--- src/rtl/hws_pkg.sv ---
// ----------------------------------------------------------------------------
// hws_pkg
// Types and constants shared by the heap window sorter.
// ----------------------------------------------------------------------------
package hws_pkg;

	localparam int DATA_W       = 32;
	localparam int CAPACITY_DEF = 63;

	typedef logic signed [DATA_W-1:0] hws_data_t;

	// operation applied to every cell of the row in the same cycle
	typedef struct packed {
		logic ins;
		logic shift;
	} hws_op_t;

endpackage

--- src/rtl/hws_cell.sv ---
// ----------------------------------------------------------------------------
// hws_cell
// One slot of the sorted row: keeps its entry, takes the new value or the
// left neighbor on insert, takes the right neighbor on shift.
// ----------------------------------------------------------------------------
module hws_cell import hws_pkg::*; (
	input  logic      clk,
	input  logic      arst_n,
	input  hws_op_t   op,
	input  hws_data_t ins_value,
	input  logic      left_keep,
	input  hws_data_t left_value,
	input  logic      left_valid,
	input  hws_data_t right_value,
	input  logic      right_valid,
	output logic      keep,
	output hws_data_t value,
	output logic      valid
);

	hws_data_t value_q;
	logic      valid_q;

	assign keep  = valid_q && (value_q <= ins_value);
	assign value = value_q;
	assign valid = valid_q;

	always_ff @(posedge clk or negedge arst_n) begin
		if (!arst_n) begin
			valid_q <= 1'b0;
		end else if (op.shift) begin
			valid_q <= right_valid;
		end else if (op.ins && !keep) begin
			valid_q <= left_keep ? 1'b1 : left_valid;
		end
	end

	always_ff @(posedge clk) begin
		if (op.shift) begin
			value_q <= right_value;
		end else if (op.ins && !keep) begin
			value_q <= left_keep ? ins_value : left_value;
		end
	end

endmodule

--- config.mk ---
export PLATFORM = sky130hd
export DESIGN_NAME = hws_cell
export DESIGN_NICKNAME = d
export VERILOG_FILES = /design/src/rtl/hws_pkg.sv /design/src/rtl/hws_cell.sv
export SDC_FILE = /design/constraint.sdc
export NUM_CORES = 1
export LEC_CHECK = 0
export BUFFER_PORTS_ARGS = -buffer_cell sky130_fd_sc_hd__buf_2
export CAP_MARGIN = 0
export CORE_MARGIN = 1
export CORE_UTILIZATION = 44
export CTS_BUF_LIST = sky130_fd_sc_hd__clkbuf_16
export CTS_CLUSTER_DIAMETER = 50
export CTS_CLUSTER_SIZE = 12
export DETAILED_ROUTE_END_ITERATION = 8
export PLACE_DENSITY = 0.84
export SYNTH_ARGS = -nofsm -noshare
export SYNTH_HDL_FRONTEND = slang
export SYNTH_SLANG_ARGS = --single-unit
--- constraint.sdc ---
create_clock -name clk -period 6.2 [get_ports clk]
set_clock_uncertainty 0.2 [all_clocks]
set_input_delay 0.31 -clock clk [delete_from_list [all_inputs] [get_ports clk]]
set_output_delay 0.31 -clock clk [all_outputs]
set_load 0.01 [all_outputs]
==> After elaboration in Yosys (flattened, before gate mapping) <==
Index checks and enable logic that the tools add are counted.
{ "word_totals": {"output_inout_bits": 34, "inputBits": 103, "elab_cells": 13, "register_bits": 33} }
{ "classes": {"n_reduce_logical": 4, "mux": 6, "order_cmp": 1} }
{ "ops": {"columns": ["operator", "n"], "rows": [
  ["32-bit 2-to-1 mux", 3],
  ["32-bit less-or-equal comparator", 1],
  ["1-bit 2-to-1 mux", 3],
  ["1-bit logical AND", 2],
  ["2-bit nonzero test", 1],
  ["1-bit logical NOT", 1]
]} }

==> Logic depth before layout (Yosys ltp) <==
{ "depth": {"word_depth": 6, "mapped_depth": 8, "ltp_nobuf": 8} }

==> Worst setup path before layout <==
Ideal clock, no wire load.
{ "synth_timing": {"path_type": "reg-to-reg", "start": "register value_q[1], in the netlist value[1]", "end": "register value_q[0], in the netlist value[0] (enable)", "arrival_ns": 3.966, "setup_slack_ns": 1.564, "period_less_slack_ns": 4.636, "path_buffers": 0, "setup_time_ns": 0.470, "required_ns": 5.530, "path_stages_with_launch": 8, "path_cell_list": "edfxtp_1 ha_1 nor2b_1 o211ai_1 a2111oi_1 o41a_1 nor3_2 o31ai_1"} }
{ "synth_via": {"elab_chain_len": 5} }
{ "synth_rtl": {"columns": ["element", "line", "text"], "rows": [
  ["start: declaration", "hws_cell.sv:21", "hws_data_t value_q;"],
  ["start signal: assignment", "hws_cell.sv:40", "value_q <= right_value;"],
  ["start signal: assignment", "hws_cell.sv:42", "value_q <= left_keep ? ins_value : left_value;"],
  ["32-bit less-or-equal comparator", "hws_cell.sv:24", "assign keep = valid_q && (value_q <= ins_value);"],
  ["1-bit logical AND", "hws_cell.sv:24", null],
  ["1-bit logical NOT", "hws_cell.sv:41", "end else if (op.ins && !keep) begin"],
  ["1-bit logical AND", "hws_cell.sv:41", null],
  ["2-bit nonzero test (no line)", null, null]
]} }
No other way between the ends.
A chain may end at the register's enable or synchronous reset.

==> Worst setup path after layout <==
{ "layout_timing": {"start": "register value_q[29], in the netlist value[29]", "end": "output port keep"} }
{ "layout_via": {"elab_chain_len": 2} }
{ "layout_rtl": {"columns": ["element", "line", "text"], "rows": [
  ["32-bit less-or-equal comparator", "hws_cell.sv:24", null],
  ["1-bit logical AND", "hws_cell.sv:24", null],
  ["end: declaration", "hws_cell.sv:16", "output logic keep,"]
]} }
No other way between the ends.

==> run_results.csv <==
group,metric,value,unit
clock_tree,post_cts.repair.setup_buffers,0,
sta,setup_viol_count_final,0,
worst_setup_path,cp_data_required_time,5.69,ns
die,rows,27,
routing,totalWireLength,6280,um
global_routing,grt_overflow,0,
sta,fin_hold_ws,0.112,ns
global_routing,antenna_found_initial,0,
synth,post_synth_instance_area,2530,um2
synth,syn_avg_cell_area,9.50,um2
layout,drive_gt1_frac,0.370,
sta,min_period,3.03,ns
sta,finalCritPeriodShare,0.489,
worst_setup_path,start_kind,"flip-flop",
worst_hold_path,hold_class,"in2reg",
die,fp.dieH,77.8,um
power,switching_share,0.291,
synth,synth_ff_type,"edfxtp_1",
sta,clock.fmax,0.330,GHz
sta,hold_viol_final,0,
synth,synth_area_leaders,"edfxtp_1, ha_1, mux2i_1",
clock_tree,root_buffer,"clkbuf_16",
synth,synth.distinct_cells,31,
clock_tree,insertion_delay,0.27,ns
power,p_int,523,uW
synth,yosys.area.top_type,"edfxtp_1",
place,dp_hpwl,5020,um
synth,yosys_warnings,0,
die,fp.coreArea,5510,um2
global_routing,grt_max_degree,69,
die,initial_utilization,0.459,
sta,worst_pin_slew,0.980,ns
synth,yosysTopAreaCellShare,0.380,
worst_setup_path,critical_path.top_delay_family,"simple AND/OR/NAND/NOR gates",
layout,area_delta_synth_final,35.2,%
worst_setup_path,timing.critical_path.fanout_max,4,
clock_tree,cts_resized,0,
sta,rsz0062_at_grt,"no",
flow_run,maxCapViolCount,0,
outcome,status,"completed",
routing,viasPerCell,5.15,
power,leakage,1.81,nW
synth,seq_area_frac_synth,0.390,
power,seqPwrFrac,0.406,
clock_tree,clkSinkCount,33,
routing,antenna_left,0,
routing,wl_per_cell,13.3,um
power,power_switching,215,uW
worst_setup_path,cp_cell_sequence,"ha_1 -> nand4_1 -> nor3_1 -> a221oi_1 -> nand4b_1 -> nor3_2 -> o21a_1 -> buf_2",
global_routing,grt_first_pass_wirelength,10800,um
worst_setup_path,critPathBufInv,1,
synth,synthCells,266,
synth,synth-seq-cells,33,
routing,drt_iter0_markers,74,
die,fp.dieW,77.8,um
die,io_pins,137,
clock_tree,htreeDepth,2,
worst_setup_path,slowest_delay,0.44,ns
place,gp_congestion,0.832,
routing,drtPass1Iterations,4,
power,ir_worst_vdd,130,uV
synth,synth_nets,401,
sta,slew_violations,0,
routing,drc,0,
global_routing,track_usage,0.224,
worst_setup_path,setup.worst_path.end_class,"output pin",
clock_tree,cts_hold_buf,1,
layout,final_net_count,535,
routing,vias,2432,
sta,slew_headroom,0.347,
global_routing,grt_pass1_vias,2473,
worst_setup_path,worstSetupPathType,"reg2out",
synth,async_flop_share,0.0303,
worst_setup_path,slowest_stage,"a221oi_1",
synth,synth.most_common_cell,"nand2_1",
synth,synth_enable_flop_cells,32,
power,pwr_density_cell,216,nW/um2
clock_tree,cts_buffers,5,
die,dieArea,6050,um2
power,p_clk_frac,0.306,
worst_setup_path,crit_arrival,2.52,ns
power,combPwrFrac,0.288,
synth,synthTopCellsByCount,"nand2_1, inv_1, o21ai_0",
place,io_buffers,136,
clock_tree,clock_path_buffers,2,
layout,antenna_cells,0,
sta,final.setup.tns,0,ns
clock_tree,cts_tree,"yes",
clock_tree,clk_pin_slew,0.05,ns
## metal layers
layer | GRT usage | wire length (um) | up-vias
met5 | 0 | 0 | -
met4 | 0.0774 | 102 | 0
met3 | 0.0282 | 366 | 11
met2 | 0.414 | 3220 | 94
met1 | 0.265 | 2600 | 1102
li1 | - | - | 1225
## power groups by stage
stage                     Sequential [mW]  Clock [mW]  Combinational (mW)
after floorplan                     0.318           0               0.103
after global placement              0.302           0               0.205
after detailed placement            0.304           0               0.213
after CTS                           0.300       0.230               0.215
after global routing                0.304       0.238               0.241
final                               0.300       0.225               0.213
## stage by stage
step / power [mW] / utilization / setup slack [ns] / instances / cell area, um2
4_1_cts: 0.745 / 0.620 / 3.13 / 472 / 3420
3_5_place_dp: 0.517 / 0.594 / 3.28 / 464 / 3270
3_3_place_gp: 0.507 / 0.594 / 3.32 / 464 / 3270
5_1_grt: 0.783 / 0.620 / 2.97 / 472 / 3420
6_report: 0.738 / 0.620 / 3.17 / 472 / 3420
2_1_floorplan: 0.422 / - / 1.56 / 266 / 2530
## final cells by class
cell class | count | area [um2]
timing repair buffer | 138 | 698
multi-input combinational | 186 | 1370
sequential | 33 | 986
fill | 470 | 2090
clock buffer | 5 | 125
inverter | 36 | 135
tap | 72 | 90.1
clock inverter | 2 | 7.51
## flip-flops by register name (all words and copies together) (netlist names)
| name | cells |
|---|---|
| valid | 1 |
| value | 32 |
## layout by cell type, fill, tap and decap left out, drive strengths merged, types with 3 or more instances in the layout
cell / n
clkbuf: 5
nor3: 3
mux2i: 32
a21o: 3
ha: 32
nor2: 4
nand4: 8
inv: 37
nand2: 37
o21ai: 35
nand3: 3
buf: 137
a21oi: 15
edfxtp: 32
## worst paths after layout
path                        endpoint  cells after the start  slack (ns)            start
setup / recovery                keep                      8        3.17        value[29]
hold / removal             value[30]                      3        0.11  right_value[30]
setup reg to reg           value[22]                      7        3.36        value[31]
hold reg to reg                valid                      3        0.56            valid
max in group asynchronous      valid                      2        5.56           arst_n
min in group asynchronous      valid                      2        0.15           arst_n
## tightest hold or removal path, stage by stage
cell and delay [ns]:
buf_2 0.07, nand2_1 0.04, o21ai_0 0.05
## cells by family after synthesis
logic type	count (synthesis)	synth area share
adders and majority gates	32	0.158
AOI/OAI and AO/OA	62	0.142
buffers and inverters	47	0.0713
and+or+nand+nor	60	0.111
muxes	32	0.127
DFF	33	0.390
(Power assumes the default switching activity.)
